==> src/design/rwhv_pkg.sv <==
// ----------------------------------------------------------------------------
// rwhv_pkg
// Types, tags and limits shared by the RIFF/WAVE header validator.
// ----------------------------------------------------------------------------
`default_nettype none

package rwhv_pkg;

	localparam int CntW   = 34;
	localparam int LenW   = 33;
	localparam int WordW  = 32;
	localparam int HalfW  = 16;
	localparam int ProdW  = WordW + HalfW;
	localparam int DivBits = WordW;
	localparam int DivCntW = $clog2(DivBits);

	localparam logic [CntW-1:0]  CNT_MAX     = {CntW{1'b1}};
	localparam logic [CntW-1:0]  MIN_FILE    = 34'd48;
	localparam logic [CntW-1:0]  POS_RIFF    = 34'd3;
	localparam logic [CntW-1:0]  POS_LEN     = 34'd7;
	localparam logic [CntW-1:0]  POS_WAVE    = 34'd11;
	localparam logic [CntW-1:0]  FIRST_CHUNK = 34'd12;
	localparam logic [LenW-1:0]  LEN_ADJ     = 33'd8;

	localparam logic [WordW-1:0] TAG_RIFF = 32'h4646_4952;
	localparam logic [WordW-1:0] TAG_WAVE = 32'h4556_4157;
	localparam logic [WordW-1:0] TAG_FMT  = 32'h2074_6D66;
	localparam logic [WordW-1:0] TAG_DATA = 32'h6174_6164;

	localparam logic [WordW-1:0] RATE_MIN = 32'd8000;
	localparam logic [WordW-1:0] RATE_MAX = 32'd192000;
	localparam logic [WordW-1:0] FMT_MIN  = 32'd16;

	localparam logic [HalfW-1:0] FMT_PCM   = 16'd1;
	localparam logic [HalfW-1:0] CH_MONO   = 16'd1;
	localparam logic [HalfW-1:0] CH_STEREO = 16'd2;
	localparam logic [HalfW-1:0] BITS_8    = 16'd8;
	localparam logic [HalfW-1:0] BITS_16   = 16'd16;

	// byte offsets inside a chunk header and a fmt body
	localparam logic [2:0] HDR_OFF_ID   = 3'd3;
	localparam logic [2:0] HDR_OFF_SIZE = 3'd7;
	localparam logic [3:0] FMT_OFF_TAG   = 4'd1;
	localparam logic [3:0] FMT_OFF_CHAN  = 4'd3;
	localparam logic [3:0] FMT_OFF_RATE  = 4'd7;
	localparam logic [3:0] FMT_OFF_BRATE = 4'd11;
	localparam logic [3:0] FMT_OFF_ALIGN = 4'd13;
	localparam logic [3:0] FMT_OFF_BITS  = 4'd15;

	typedef enum logic [6:0] {
		PH_RIFF = 7'b000_0001,
		PH_LEN  = 7'b000_0010,
		PH_WAVE = 7'b000_0100,
		PH_SEEK = 7'b000_1000,
		PH_HDR  = 7'b001_0000,
		PH_FMT  = 7'b010_0000,
		PH_DONE = 7'b100_0000
	} phase_t;

	typedef enum logic [1:0] {
		KIND_OTHER = 2'd0,
		KIND_FMT   = 2'd1,
		KIND_DATA  = 2'd2
	} kind_t;

	typedef enum logic [3:0] {
		FLT_NONE      = 4'd0,
		FLT_SHORT     = 4'd1,
		FLT_RIFF      = 4'd2,
		FLT_WAVE      = 4'd3,
		FLT_LENGTH    = 4'd4,
		FLT_OVERRUN   = 4'd5,
		FLT_SMALL_FMT = 4'd6,
		FLT_FORMAT    = 4'd7,
		FLT_DATA      = 4'd8
	} fault_t;

	typedef struct packed {
		logic accept;
		logic finalize;
	} ctrl_cmd_t;

	typedef struct packed {
		logic div_start;
		logic div_done;
		logic last_accept;
		logic slot_free;
	} dp_status_t;

endpackage

`default_nettype wire

==> src/design/rwhv_mod.sv <==
// ----------------------------------------------------------------------------
// rwhv_mod
// Restoring remainder unit, one dividend bit per cycle; flags a zero remainder.
// ----------------------------------------------------------------------------
`default_nettype none

module rwhv_mod
	import rwhv_pkg::*;
(
	input  wire logic             clk,
	input  wire logic             arst_n,
	input  wire logic             start,
	input  wire logic [WordW-1:0] dividend,
	input  wire logic [HalfW-1:0] divisor,
	output logic                  done,
	output logic                  zero_rem
);

	logic               busy_q;
	logic [DivCntW-1:0] cnt_q;
	logic [WordW-1:0]   dvd_q;
	logic [HalfW-1:0]   den_q;
	logic [HalfW-1:0]   rem_q;

	logic [HalfW:0]   rem_sh;
	logic [HalfW:0]   diff;
	logic             ge;
	logic [HalfW-1:0] rem_nxt;

	assign rem_sh  = {rem_q, dvd_q[WordW-1]};
	assign diff    = rem_sh - {1'b0, den_q};
	assign ge      = rem_sh >= {1'b0, den_q};
	// remainder stays below the divisor, so the top bit is free either way
	assign rem_nxt = ge ? diff[HalfW-1:0] : rem_sh[HalfW-1:0];

	assign done     = busy_q && (cnt_q == DivCntW'(DivBits - 1));
	assign zero_rem = rem_nxt == '0;

	always_ff @(posedge clk or negedge arst_n) begin
		if (!arst_n) begin
			busy_q <= 1'b0;
			cnt_q  <= '0;
		end else if (start) begin
			busy_q <= 1'b1;
			cnt_q  <= '0;
		end else if (busy_q) begin
			cnt_q <= cnt_q + 1'b1;
			if (done) begin
				busy_q <= 1'b0;
			end
		end
	end

	always_ff @(posedge clk) begin
		if (start) begin
			dvd_q <= dividend;
			den_q <= divisor;
			rem_q <= '0;
		end else if (busy_q) begin
			dvd_q <= {dvd_q[WordW-2:0], 1'b0};
			rem_q <= rem_nxt;
		end
	end

endmodule

`default_nettype wire

==> src/design/rwhv_ctrl.sv <==
// ----------------------------------------------------------------------------
// rwhv_ctrl
// Sequencer: takes bytes, waits out the remainder unit, posts the result.
// ----------------------------------------------------------------------------
`default_nettype none

module rwhv_ctrl
	import rwhv_pkg::*;
(
	input  wire logic       clk,
	input  wire logic       arst_n,
	input  wire logic       item_valid,
	output logic            item_stall,
	input  wire dp_status_t status,
	output ctrl_cmd_t       cmd
);

	typedef enum logic [2:0] {
		ST_RUN = 3'b001,
		ST_DIV = 3'b010,
		ST_FIN = 3'b100
	} state_t;

	state_t state_q, state_d;
	logic   last_pend_q, last_pend_d;

	assign item_stall   = state_q != ST_RUN;
	assign cmd.accept   = item_valid && (state_q == ST_RUN);
	assign cmd.finalize = (state_q == ST_FIN) && status.slot_free;

	always_comb begin
		state_d     = state_q;
		last_pend_d = last_pend_q;
		case (state_q)
			ST_RUN: begin
				if (cmd.accept) begin
					if (status.div_start) begin
						state_d     = ST_DIV;
						last_pend_d = status.last_accept;
					end else if (status.last_accept) begin
						state_d = ST_FIN;
					end
				end
			end
			ST_DIV: begin
				if (status.div_done) begin
					state_d     = last_pend_q ? ST_FIN : ST_RUN;
					last_pend_d = 1'b0;
				end
			end
			ST_FIN: begin
				if (cmd.finalize) begin
					state_d = ST_RUN;
				end
			end
			default: begin
				state_d     = ST_RUN;
				last_pend_d = 1'b0;
			end
		endcase
	end

	always_ff @(posedge clk or negedge arst_n) begin
		if (!arst_n) begin
			state_q     <= ST_RUN;
			last_pend_q <= 1'b0;
		end else begin
			state_q     <= state_d;
			last_pend_q <= last_pend_d;
		end
	end

endmodule

`default_nettype wire

==> src/design/rwhv_dp.sv <==
// ----------------------------------------------------------------------------
// rwhv_dp
// Byte parser, chunk walker, fmt field capture, checks and result register.
// ----------------------------------------------------------------------------
`default_nettype none

module rwhv_dp
	import rwhv_pkg::*;
(
	input  wire logic             clk,
	input  wire logic             arst_n,
	input  wire logic [7:0]       data_byte,
	input  wire logic             last_byte,
	input  wire ctrl_cmd_t        cmd,
	output dp_status_t            status,
	output logic                  result_valid,
	input  wire logic             result_stall,
	output logic                  valid_res,
	output logic [3:0]            fault,
	output logic [HalfW-1:0]      channels,
	output logic [WordW-1:0]      rate_hz,
	output logic [HalfW-1:0]      bits_per_sample,
	output logic [HalfW-1:0]      block_align
);

	function automatic logic fmt_check(
		input logic [HalfW-1:0] wf,
		input logic [HalfW-1:0] ch,
		input logic [WordW-1:0] rate,
		input logic [WordW-1:0] brate,
		input logic [HalfW-1:0] al,
		input logic [HalfW-1:0] bits,
		input logic [ProdW-1:0] prod
	);
		logic [HalfW-1:0] base;
		logic [HalfW-1:0] exp_al;
		logic             ok;
		base   = (bits == BITS_16) ? 16'd2 : 16'd1;
		exp_al = (ch == CH_STEREO) ? {base[HalfW-2:0], 1'b0} : base;
		ok = (wf == FMT_PCM) && (ch == CH_MONO || ch == CH_STEREO)
			&& (rate >= RATE_MIN) && (rate <= RATE_MAX)
			&& (bits == BITS_8 || bits == BITS_16)
			&& (al == exp_al) && (prod == {{HalfW{1'b0}}, brate});
		return ok;
	endfunction

	// parse state
	logic [CntW-1:0]  cnt_q, cnt_d;
	logic [LenW-1:0]  rlen_q, rlen_d;
	phase_t           phase_q, phase_d;
	logic [WordW-1:0] wa_q, wa_d;
	kind_t            kind_q, kind_d;
	logic [WordW-1:0] size_q, size_d;
	logic [CntW-1:0]  cend_q, cend_d;
	logic [2:0]       hoff_q, hoff_d;
	logic [3:0]       foff_q, foff_d;
	logic [HalfW-1:0] wfmt_q, wfmt_d;
	logic [HalfW-1:0] chan_q, chan_d;
	logic [WordW-1:0] rate_q, rate_d;
	logic [WordW-1:0] brate_q, brate_d;
	logic [HalfW-1:0] align_q, align_d;
	logic [HalfW-1:0] bits_q, bits_d;
	logic             fmt_ok_q, fmt_ok_d;
	logic             data_ok_q, data_ok_d;
	fault_t           fault_q, fault_d;
	logic [ProdW-1:0] prod_q;

	// result register
	logic             res_valid_q;
	logic             res_ok_q;
	fault_t           res_fault_q;
	logic [HalfW-1:0] res_chan_q;
	logic [WordW-1:0] res_rate_q;
	logic [HalfW-1:0] res_bits_q;
	logic [HalfW-1:0] res_align_q;

	logic [CntW-1:0]  p;
	logic [WordW-1:0] wa_n;
	logic             hdr_enter;
	logic             fits;
	logic [CntW:0]    next_end;
	phase_t           eff_phase;
	logic [2:0]       eff_hoff;
	logic             div_start;
	logic             div_done;
	logic             zero_rem;
	fault_t           fin_fault;
	logic             early;
	logic [ProdW-1:0] prod_c;

	assign p         = cnt_q;
	assign wa_n      = {data_byte, wa_q[WordW-1:8]};
	assign hdr_enter = (phase_q == PH_SEEK) && (p == cend_q);
	assign fits      = ({1'b0, p} + 35'd8) <= {2'b00, rlen_q};
	assign next_end  = {1'b0, p} + 35'd1 + {3'b000, wa_n};
	assign eff_phase = hdr_enter ? (fits ? PH_HDR : PH_DONE) : phase_q;
	assign eff_hoff  = hdr_enter ? 3'd0 : hoff_q;
	assign prod_c    = rate_q * align_q;

	always_comb begin
		cnt_d     = cnt_q;
		rlen_d    = rlen_q;
		phase_d   = phase_q;
		wa_d      = wa_q;
		kind_d    = kind_q;
		size_d    = size_q;
		cend_d    = cend_q;
		hoff_d    = hoff_q;
		foff_d    = foff_q;
		wfmt_d    = wfmt_q;
		chan_d    = chan_q;
		rate_d    = rate_q;
		brate_d   = brate_q;
		align_d   = align_q;
		bits_d    = bits_q;
		fmt_ok_d  = fmt_ok_q;
		data_ok_d = data_ok_q;
		fault_d   = fault_q;
		div_start = 1'b0;
		if (cmd.accept) begin
			cnt_d   = (cnt_q != CNT_MAX) ? cnt_q + 1'b1 : cnt_q;
			wa_d    = wa_n;
			phase_d = eff_phase;
			case (eff_phase)
				PH_RIFF: begin
					if (p == POS_RIFF) begin
						if (wa_n != TAG_RIFF) begin
							fault_d = FLT_RIFF;
							phase_d = PH_DONE;
						end else begin
							phase_d = PH_LEN;
						end
					end
				end
				PH_LEN: begin
					if (p == POS_LEN) begin
						rlen_d  = {1'b0, wa_n} + LEN_ADJ;
						phase_d = PH_WAVE;
					end
				end
				PH_WAVE: begin
					if (p == POS_WAVE) begin
						if (wa_n != TAG_WAVE) begin
							fault_d = FLT_WAVE;
							phase_d = PH_DONE;
						end else begin
							cend_d  = FIRST_CHUNK;
							phase_d = PH_SEEK;
						end
					end
				end
				PH_HDR: begin
					hoff_d = eff_hoff + 1'b1;
					if (eff_hoff == HDR_OFF_ID) begin
						kind_d = (wa_n == TAG_FMT) ? KIND_FMT :
							(wa_n == TAG_DATA) ? KIND_DATA : KIND_OTHER;
					end else if (eff_hoff == HDR_OFF_SIZE) begin
						size_d = wa_n;
						if (next_end > {2'b00, rlen_q}) begin
							fault_d = FLT_OVERRUN;
							phase_d = PH_DONE;
						end else if (kind_q == KIND_FMT) begin
							if (wa_n < FMT_MIN) begin
								fault_d = FLT_SMALL_FMT;
								phase_d = PH_DONE;
							end else begin
								cend_d  = next_end[CntW-1:0];
								foff_d  = '0;
								phase_d = PH_FMT;
							end
						end else begin
							if (kind_q == KIND_DATA) begin
								// zero size or no alignment fails without dividing
								if (wa_n != '0 && align_q != '0) begin
									div_start = 1'b1;
								end else begin
									data_ok_d = 1'b0;
								end
							end
							cend_d  = next_end[CntW-1:0] + {{(CntW-1){1'b0}}, wa_n[0]};
							phase_d = PH_SEEK;
						end
					end
				end
				PH_FMT: begin
					foff_d = foff_q + 1'b1;
					case (foff_q)
						FMT_OFF_TAG:   wfmt_d  = wa_n[WordW-1:HalfW];
						FMT_OFF_CHAN:  chan_d  = wa_n[WordW-1:HalfW];
						FMT_OFF_RATE:  rate_d  = wa_n;
						FMT_OFF_BRATE: brate_d = wa_n;
						FMT_OFF_ALIGN: align_d = wa_n[WordW-1:HalfW];
						FMT_OFF_BITS: begin
							bits_d   = wa_n[WordW-1:HalfW];
							fmt_ok_d = fmt_check(wfmt_q, chan_q, rate_q, brate_q,
								align_q, wa_n[WordW-1:HalfW], prod_q);
							cend_d   = cend_q + {{(CntW-1){1'b0}}, size_q[0]};
							phase_d  = PH_SEEK;
						end
						default: ;
					endcase
				end
				default: ;
			endcase
		end
		if (div_done) begin
			data_ok_d = zero_rem;
		end
	end

	// final verdict, in priority order
	always_comb begin
		if (cnt_q < MIN_FILE) begin
			fin_fault = FLT_SHORT;
		end else if (fault_q == FLT_RIFF || fault_q == FLT_WAVE) begin
			fin_fault = fault_q;
		end else if ({1'b0, rlen_q} > cnt_q) begin
			fin_fault = FLT_LENGTH;
		end else if (fault_q != FLT_NONE) begin
			fin_fault = fault_q;
		end else if (!fmt_ok_q) begin
			fin_fault = FLT_FORMAT;
		end else if (!data_ok_q) begin
			fin_fault = FLT_DATA;
		end else begin
			fin_fault = FLT_NONE;
		end
	end

	assign early = (fin_fault == FLT_SHORT) || (fin_fault == FLT_RIFF)
		|| (fin_fault == FLT_WAVE) || (fin_fault == FLT_LENGTH);

	rwhv_mod u_mod (
		.clk      (clk),
		.arst_n   (arst_n),
		.start    (div_start),
		.dividend (wa_n),
		.divisor  (align_q),
		.done     (div_done),
		.zero_rem (zero_rem)
	);

	always_ff @(posedge clk or negedge arst_n) begin
		if (!arst_n) begin
			cnt_q     <= '0;
			rlen_q    <= '0;
			phase_q   <= PH_RIFF;
			wa_q      <= '0;
			kind_q    <= KIND_OTHER;
			size_q    <= '0;
			cend_q    <= '0;
			hoff_q    <= '0;
			foff_q    <= '0;
			wfmt_q    <= '0;
			chan_q    <= '0;
			rate_q    <= '0;
			brate_q   <= '0;
			align_q   <= '0;
			bits_q    <= '0;
			fmt_ok_q  <= 1'b0;
			data_ok_q <= 1'b0;
			fault_q   <= FLT_NONE;
		end else if (cmd.finalize) begin
			// back to the reset state for the next file
			cnt_q     <= '0;
			rlen_q    <= '0;
			phase_q   <= PH_RIFF;
			wa_q      <= '0;
			kind_q    <= KIND_OTHER;
			size_q    <= '0;
			cend_q    <= '0;
			hoff_q    <= '0;
			foff_q    <= '0;
			wfmt_q    <= '0;
			chan_q    <= '0;
			rate_q    <= '0;
			brate_q   <= '0;
			align_q   <= '0;
			bits_q    <= '0;
			fmt_ok_q  <= 1'b0;
			data_ok_q <= 1'b0;
			fault_q   <= FLT_NONE;
		end else begin
			cnt_q     <= cnt_d;
			rlen_q    <= rlen_d;
			phase_q   <= phase_d;
			wa_q      <= wa_d;
			kind_q    <= kind_d;
			size_q    <= size_d;
			cend_q    <= cend_d;
			hoff_q    <= hoff_d;
			foff_q    <= foff_d;
			wfmt_q    <= wfmt_d;
			chan_q    <= chan_d;
			rate_q    <= rate_d;
			brate_q   <= brate_d;
			align_q   <= align_d;
			bits_q    <= bits_d;
			fmt_ok_q  <= fmt_ok_d;
			data_ok_q <= data_ok_d;
			fault_q   <= fault_d;
		end
	end

	// rate and alignment settle two bytes before the last fmt field
	always_ff @(posedge clk) begin
		prod_q <= prod_c;
	end

	always_ff @(posedge clk or negedge arst_n) begin
		if (!arst_n) begin
			res_valid_q <= 1'b0;
		end else if (cmd.finalize) begin
			res_valid_q <= 1'b1;
		end else if (!result_stall) begin
			res_valid_q <= 1'b0;
		end
	end

	always_ff @(posedge clk) begin
		if (cmd.finalize) begin
			res_ok_q    <= fin_fault == FLT_NONE;
			res_fault_q <= fin_fault;
			res_chan_q  <= early ? '0 : chan_q;
			res_rate_q  <= early ? '0 : rate_q;
			res_bits_q  <= early ? '0 : bits_q;
			res_align_q <= early ? '0 : align_q;
		end
	end

	assign status.div_start   = div_start;
	assign status.div_done    = div_done;
	assign status.last_accept = cmd.accept && last_byte;
	assign status.slot_free   = !res_valid_q || !result_stall;

	assign result_valid    = res_valid_q;
	assign valid_res       = res_ok_q;
	assign fault           = res_fault_q;
	assign channels        = res_chan_q;
	assign rate_hz         = res_rate_q;
	assign bits_per_sample = res_bits_q;
	assign block_align     = res_align_q;

endmodule

`default_nettype wire

==> src/design/riff_wave_header_validator.sv <==
// ----------------------------------------------------------------------------
// riff_wave_header_validator
// Streaming RIFF/WAVE PCM header checker with one verdict per file.
// ----------------------------------------------------------------------------
// Feed the file one byte per item, last_byte set on its final byte; one result
// item follows each file. A byte is taken every cycle, except that after the
// size field of a data chunk whose size and current block alignment are both
// non-zero the input stalls while the bit-serial remainder unit checks the size
// against the alignment. After the final byte the input stalls, the sequencer
// enters its finish state (once the remainder check is over, if the final byte
// started one) and, when the result slot is free, the verdict is registered and
// posted; the next file's bytes may then stream in while that result waits to
// be taken. No clearing pass follows reset.
`default_nettype none

module riff_wave_header_validator
	import rwhv_pkg::*;
(
	input  wire logic             clk,
	input  wire logic             arst_n,
	input  wire logic             item_valid,
	output logic                  item_stall,
	input  wire logic [7:0]       data_byte,
	input  wire logic             last_byte,
	output logic                  result_valid,
	input  wire logic             result_stall,
	output logic                  valid_res,
	output logic [3:0]            fault,
	output logic [HalfW-1:0]      channels,
	output logic [WordW-1:0]      rate_hz,
	output logic [HalfW-1:0]      bits_per_sample,
	output logic [HalfW-1:0]      block_align
);

	ctrl_cmd_t  cmd;
	dp_status_t status;

	rwhv_ctrl u_ctrl (
		.clk        (clk),
		.arst_n     (arst_n),
		.item_valid (item_valid),
		.item_stall (item_stall),
		.status     (status),
		.cmd        (cmd)
	);

	rwhv_dp u_dp (
		.clk             (clk),
		.arst_n          (arst_n),
		.data_byte       (data_byte),
		.last_byte       (last_byte),
		.cmd             (cmd),
		.status          (status),
		.result_valid    (result_valid),
		.result_stall    (result_stall),
		.valid_res       (valid_res),
		.fault           (fault),
		.channels        (channels),
		.rate_hz         (rate_hz),
		.bits_per_sample (bits_per_sample),
		.block_align     (block_align)
	);

endmodule

`default_nettype wire

==> config.mk <==
export PLATFORM = sky130hd
export DESIGN_NAME = riff_wave_header_validator
export DESIGN_NICKNAME = d
export VERILOG_FILES = /design/src/design/rwhv_pkg.sv /design/src/design/rwhv_mod.sv /design/src/design/rwhv_ctrl.sv /design/src/design/rwhv_dp.sv /design/src/design/riff_wave_header_validator.sv
export SDC_FILE = /design/constraint.sdc
export NUM_CORES = 2
export LEC_CHECK = 0
export BUFFER_PORTS_ARGS = -buffer_cell sky130_fd_sc_hd__buf_4
export CAP_MARGIN = 0
export CORE_MARGIN = 4
export CORE_UTILIZATION = 64
export CTS_CLUSTER_DIAMETER = 80
export DETAILED_ROUTE_END_ITERATION = 7
export GPL_ROUTABILITY_DRIVEN = 0
export PLACE_DENSITY_LB_ADDON = 0.25
export SLEW_MARGIN = 25
export SYNTH_ARGS = -nofsm -noshare
export SYNTH_HDL_FRONTEND = slang
export SYNTH_SLANG_ARGS = --single-unit
==> constraint.sdc <==
create_clock -name clk -period 9 [get_ports clk]
set_clock_uncertainty 0.2 [all_clocks]
set_input_delay 0.9 -clock clk [delete_from_list [all_inputs] [get_ports clk]]
set_output_delay 0.9 -clock clk [all_outputs]
set_load 0.01 [all_outputs]
# After elaboration in Yosys (flattened, before gate mapping)
# Index checks and enable logic that the tools add are counted.
[totals]
reg_bits = 492
wordCells = 333
[op_classes]
eq_ne = 68
mux = 146
n_mul = 1
bitwise = 1
add_sub_neg = 11
reduce_logical = 65
magnitude_cmp = 8
[ops]
columns = ["op", "n"]
rows = [
  ["two-way mux 34 bit", 13],
  ["two-way mux 32 bit", 12],
  ["two-way mux 16 bit", 18],
  ["two-way mux 33 bit", 4],
  ["two-way mux 7 bit", 15],
  ["one-hot mux 34 bit (3 select lines)", 1],
  ["two-way mux 4 bit", 24],
  ["adder 34 x 1 -> 34 bit", 2],
  ["!= test 32 x 31 -> 1 bit (second input constant)", 2],
  ["equality test 48 x 32 -> 1 bit", 1],
  ["multiplier 32 x 16 -> 48 bit", 1],
  ["adder 34 x 1 -> 35 bit (second input constant)", 1],
  ["adder 34 x 4 -> 35 bit (second input constant)", 1],
  ["adder 35 x 32 -> 35 bit", 1],
  ["> comparator 35 x 33 -> 1 bit", 1],
  ["less-or-equal comparator 35 x 33 -> 1 bit", 1],
  ["two-way mux 1 bit", 35],
  ["one-hot mux 7 bit (5 select lines)", 1],
  ["adder 34 x 1 -> 34 bit (second input constant)", 1],
  ["equality test 34 x 2 -> 1 bit (second input constant)", 1],
  ["equality test 34 x 3 -> 1 bit (second input constant)", 1],
  ["equality test 34 bit", 1],
  ["equality test 34 x 4 -> 1 bit (second input constant)", 1],
  ["> comparator 33 x 34 -> 1 bit", 1],
  ["66 further kinds", 160],
]

# Logic depth before layout (Yosys ltp)
[depth]
word_depth = 13
depth_mapped = 27
depth_no_buf = 25

# By module
# From an unflattened synthesis, not the netlist that was laid out.
[hier_totals]
cells_unflattened = 5061
area_unflattened_um2 = 44701.6
[modules_own_cells]
columns = ["module", "seq_area_each_um2", "area_per_inst_um2", "n_inst", "cells_each"]
rows = [
  ["rwhv_dp", 10421.2, 40682.8, 1, 4702],
  ["rwhv_mod", 1911.8, 3776.1, 1, 332],
  ["rwhv_ctrl", 101.3, 242.7, 1, 27],
]

# Worst setup path before layout
# No wires, ideal clock.
[synth_timing]
path_type = "register to register"
from = "register u_dp.rate_q[8]"
to = "register u_dp.prod_q[43]"
arrival_ns = 6.676
path_stages_with_launch = 27
setup_time_ns = 0.072
path_slack_ns = 2.052
cell_sequence = "dfrtp_1 > clkbuf_1 > clkbuf_1 > nand2_1 > fa_1 > inv_1 > fa_1 > inv_1 > fa_1 > inv_1 > fa_1 > fa_1 > inv_1 > fa_1 > inv_1 > ha_1 > nand4_1 > nor2_1 > nand2_1 > o221ai_1 > a311oi_1 > o31ai_1 > a31oi_1 > o21ba_2 > o21ba_2 > o21ai_0 > xor2_1"
[synth_between]
elab_chain_cells = 1
[synth_rtl]
columns = ["item", "line", "rtl"]
rows = [
  ["from (decl)", "rwhv_dp.sv:59", "logic [WordW-1:0] rate_q, rate_d;"],
  ["from (signal assigned)", "rwhv_dp.sv:295", "rate_q <= rate_d;"],
  ["multiplier 32 x 16 -> 48 bit", "rwhv_dp.sv:98", "assign prod_c = rate_q * align_q;"],
  ["via u_dp.prod_c[43]", "rwhv_dp.sv:89", "logic [ProdW-1:0] prod_c;"],
  ["to (signal assigned)", "rwhv_dp.sv:307", "prod_q <= prod_c;"],
  ["to (decl)", "rwhv_dp.sv:66", "logic [ProdW-1:0] prod_q;"],
]
# The timed path passes the listed nets, and every way through them passes these cells.
# A chain may end at the register's enable or synchronous reset.

# Final worst setup path
[layout_timing]
from = "register u_dp.align_q[5]"
to = "register u_dp.prod_q[44]"
[layout_between]
elab_chain_cells = 1
[layout_rtl]
columns = ["item", "line", "rtl"]
rows = [
  ["from (decl)", "rwhv_dp.sv:61", "logic [HalfW-1:0] align_q, align_d;"],
  ["from (signal assigned)", "rwhv_dp.sv:297", "align_q <= align_d;"],
  ["multiplier 32 x 16 -> 48 bit", "rwhv_dp.sv:98", ""],
  ["via u_dp.prod_c[44]", "rwhv_dp.sv:89", ""],
]
# The timed path passes the listed nets, and every way through them passes these cells.

==> flow_metrics.env <==
export IMPL_clock_fmax_mhz=125.7
export IMPL_avgSynthCellArea_um2=8.769
export IMPL_grt_pass1_vias=37130
export IMPL_start_kind="register"
export IMPL_area_growth_pct=7.137
export IMPL_yosysMostFrequentCell="nand2_1"
export IMPL_critPathMaxFanout=21
export IMPL_grt_usage=0.3575
export IMPL_ir_worst_vdd_v=0.0005618
export IMPL_drc=0
export IMPL_dp_hpwl_mm=97.18
export IMPL_reg2reg_to="u_dp.prod_q[44]"
export IMPL_tightest_slew_ps=1081
export IMPL_cts_resized=0
export IMPL_synth_edf_count=133
export IMPL_grt_pass1_wl_mm=207.7
export IMPL_ys_seq_area_frac=0.2803
export IMPL_seq_area_um2=12440
export IMPL_postSynthRegisterBits=483
export IMPL_fin_cells=5958
export IMPL_port_buffers=99
export IMPL_ys_warn_count=0
export IMPL_ys_top_cells_by_count="862 x nand2_1, 621 x inv_1, 420 x fa_1"
export IMPL_path_class="register to register"
export IMPL_fin_tns_setup_ps=0
export IMPL_synthArstFlopShare=0.5921
export IMPL_routed_via_density=6.243
export IMPL_final_min_clock_period_ps=7955
export IMPL_synthTopCellsByArea="fa_1 19%, dfrtp_1 16%, edfxtp_1 9.0%"
export IMPL_clockBufferDepth=3
export IMPL_finalMaxSlewViolations=0
export IMPL_hold_viol=0
export IMPL_dr_total_vias=37190
export IMPL_cts_buffers_inserted=56
export IMPL_io_pins=100
export IMPL_period_share=0.8839
export IMPL_finalSetupViolCount=0
export IMPL_num_fill_cells=5302
export IMPL_synthFlopType="dfrtp_1"
export IMPL_dpl_cell_count=5851
export IMPL_synth_top_area_share=0.1896
export IMPL_cp_data_arrival_time_ps=8300
export IMPL_synth_fp_nets=5774
export IMPL_critPathCaptureType="register"
export IMPL_die_h_um=271.3
export IMPL_grt_antenna_before_repair=4
export IMPL_h_tree_depth=2
export IMPL_yosysUniqueCellTypes=106
export IMPL_dieWidth_um=271.3
export IMPL_globalRoute_totalOverflow=0
export IMPL_critPathLaunch="u_dp.align_q[5]"
export IMPL_design_die_area_um2=73580
export IMPL_initial_utilization=0.6467
export IMPL_syn_area_um2=44360
export IMPL_clkSinkCount=483
export IMPL_totalWireLength_mm=130.3
export IMPL_p_leak_nw=21.87
export IMPL_grt_start_max_net_pins=109
export IMPL_place_area_um2=45630
export IMPL_cts_setup_buffers=0
export IMPL_drive_gt1_frac=0.06667
export IMPL_reg2reg_slack_ps=1040
export IMPL_clock_latency_ps=670
export IMPL_cts_tree="done"
export IMPL_path_clk_slew_ps=60
export IMPL_r2r_cells=25
export IMPL_multiInputGateArea_um2=28400
export IMPL_postLayoutCellArea_um2=47520
export IMPL_design_core_area_um2=68590
export IMPL_drt_iter0_drc=4274
export IMPL_syn_instance_count=5058
export IMPL_grt_setup_unrepaired="no"
export IMPL_cp_data_required_time_ps=9340
export IMPL_worstHoldPathType="input pin to async pin"
export IMPL_cap_violations=0
export IMPL_dp_slack_ps=1111
export IMPL_antenna_left=0
export IMPL_relSlewSlack=0.2724
export IMPL_first_pass_iters=7
export IMPL_root_buffer="clkbuf_16"
export IMPL_r2r_start="u_dp.align_q[5]"
export IMPL_final_nets=5694
export IMPL_status="finished, final reports clean"
export IMPL_layout_setup_ws_ps=1045
export IMPL_num_rows=96
export IMPL_cts_hold_buf=0
export IMPL_synth_top_area_cell="fa_1"
export IMPL_p_per_area_nw_per_um2=428.7
export IMPL_wl_per_cell_um=21.87
==> routing by layer <==
| layer | GRT usage | vias to the layer above | part of all wire |
|---|---|---|---|
| li1 | - | 16430 | - |
| met1 | 0.4829 | 18080 | 0.38 |
| met2 | 0.5536 | 2195 | 0.45 |
| met3 | 0.07203 | 496 | 0.11 |
| met4 | 0.1813 | 2 | 0.062 |
| met5 | 0 | - | 0.00010 |
==> placed cells by master (no fill, tap or decap), drive strengths merged, types with 20 or more instances in the layout <==
master	Yosys	final
a211oi	36	36
a21o	71	71
a21oi	224	224
a31oi	20	20
and2	260	260
and3	38	38
buf	45	172
clkbuf	264	69
dfrtp	284	284
dfxtp	64	64
edfxtp	133	133
fa	420	420
ha	283	283
inv	621	633
mux2i	21	21
nand2	862	862
nand2b	23	23
nand3	131	131
nand4	87	87
nor2	204	204
nor2b	26	26
nor3	65	65
nor4	66	66
o211ai	31	31
o21ai	266	266
or3	27	27
xnor2	169	169
xor2	84	84
==> where the power goes <==
part	internal (mW)	leakage (nW)	switching, mW	total [mW]
combinational	5.46	15.5	8.77	14.2
sequential	2.85	5.50	0.941	3.79
clock	1.32	0.893	1.03	2.36
==> area by class of cell <==
cell class / instances / area share
inverters: 621 / 0.04916
clock inverters: 36 / 0.008031
repair buffers: 172 / 0.02733
well taps: 931 / 0.02451
flip-flops and latches: 483 / 0.2617
clock buffers: 69 / 0.03160
diodes: 2 / 0.0001053
multi-input cells: 3644 / 0.5976
==> worst max-delay path: stages, from the launching register on <==
cell and delay (ps):
dfrtp_1 800, buf_4 400, nand2_1 120, fa_1 530
inv_1 60, fa_1 520, inv_1 50, fa_1 510
inv_1 50, fa_1 460, fa_1 550, inv_1 60
fa_1 540, inv_1 50, ha_1 360, a21oi_1 150
a21boi_0 120, a2111oi_0 530, o211a_1 230, a21oi_1 110
o211ai_1 400, a21oi_1 160, and2_1 260, or2_2 310
a31oi_1 200, xnor2_1 130
==> sequential cells by signal (all words and copies together), names as in the netlist, 7 cells and up <==
signal and count:
u_dp.prod_q 48, u_dp.cend_q 34, u_dp.cnt_q 34, u_dp.rlen_q 33, u_dp.brate_q 32, u_dp.rate_hz 32
u_dp.rate_q 32, u_dp.u_mod.dvd_q 32, u_dp.wa_q 24, u_dp.align_q 16, u_dp.bits_per_sample 16, u_dp.bits_q 16
u_dp.block_align 16, u_dp.chan_q 16, u_dp.channels 16, u_dp.u_mod.den_q 16, u_dp.u_mod.rem_q 16, u_dp.wfmt_q 16
u_dp.phase_q 7
==> how the worst max path moves through the flow <==
stage                      end  cells past startpoint
5_1_grt        u_dp.prod_q[44]                     25
6_report       u_dp.prod_q[44]                     25
2_1_floorplan  u_dp.prod_q[43]                     26
3_5_place_dp   u_dp.prod_q[44]                     25
3_3_place_gp   u_dp.prod_q[47]                     25
4_1_cts        u_dp.prod_q[44]                     25
==> kinds of logic after synthesis <==
kind of cell,share of synthesized area
buf+inv,0.08102
fa+ha+maj,0.2694
simple gates,0.2044
compound gates,0.1099
xor+xnor,0.04996
mux,0.004993
flops,0.2803
==> stage by stage <==
stage          power [mW]    util  hold slack [ps]
2_1_floorplan       13.81       -            223.1
3_3_place_gp        17.18  0.6652            251.7
3_5_place_dp        17.69  0.6652            249.9
4_1_cts             20.13  0.6927            178.0
5_1_grt             22.24  0.6928            234.7
6_report            20.37  0.6929            155.1
No activity file was read; power rests on OpenSTA's default activity.
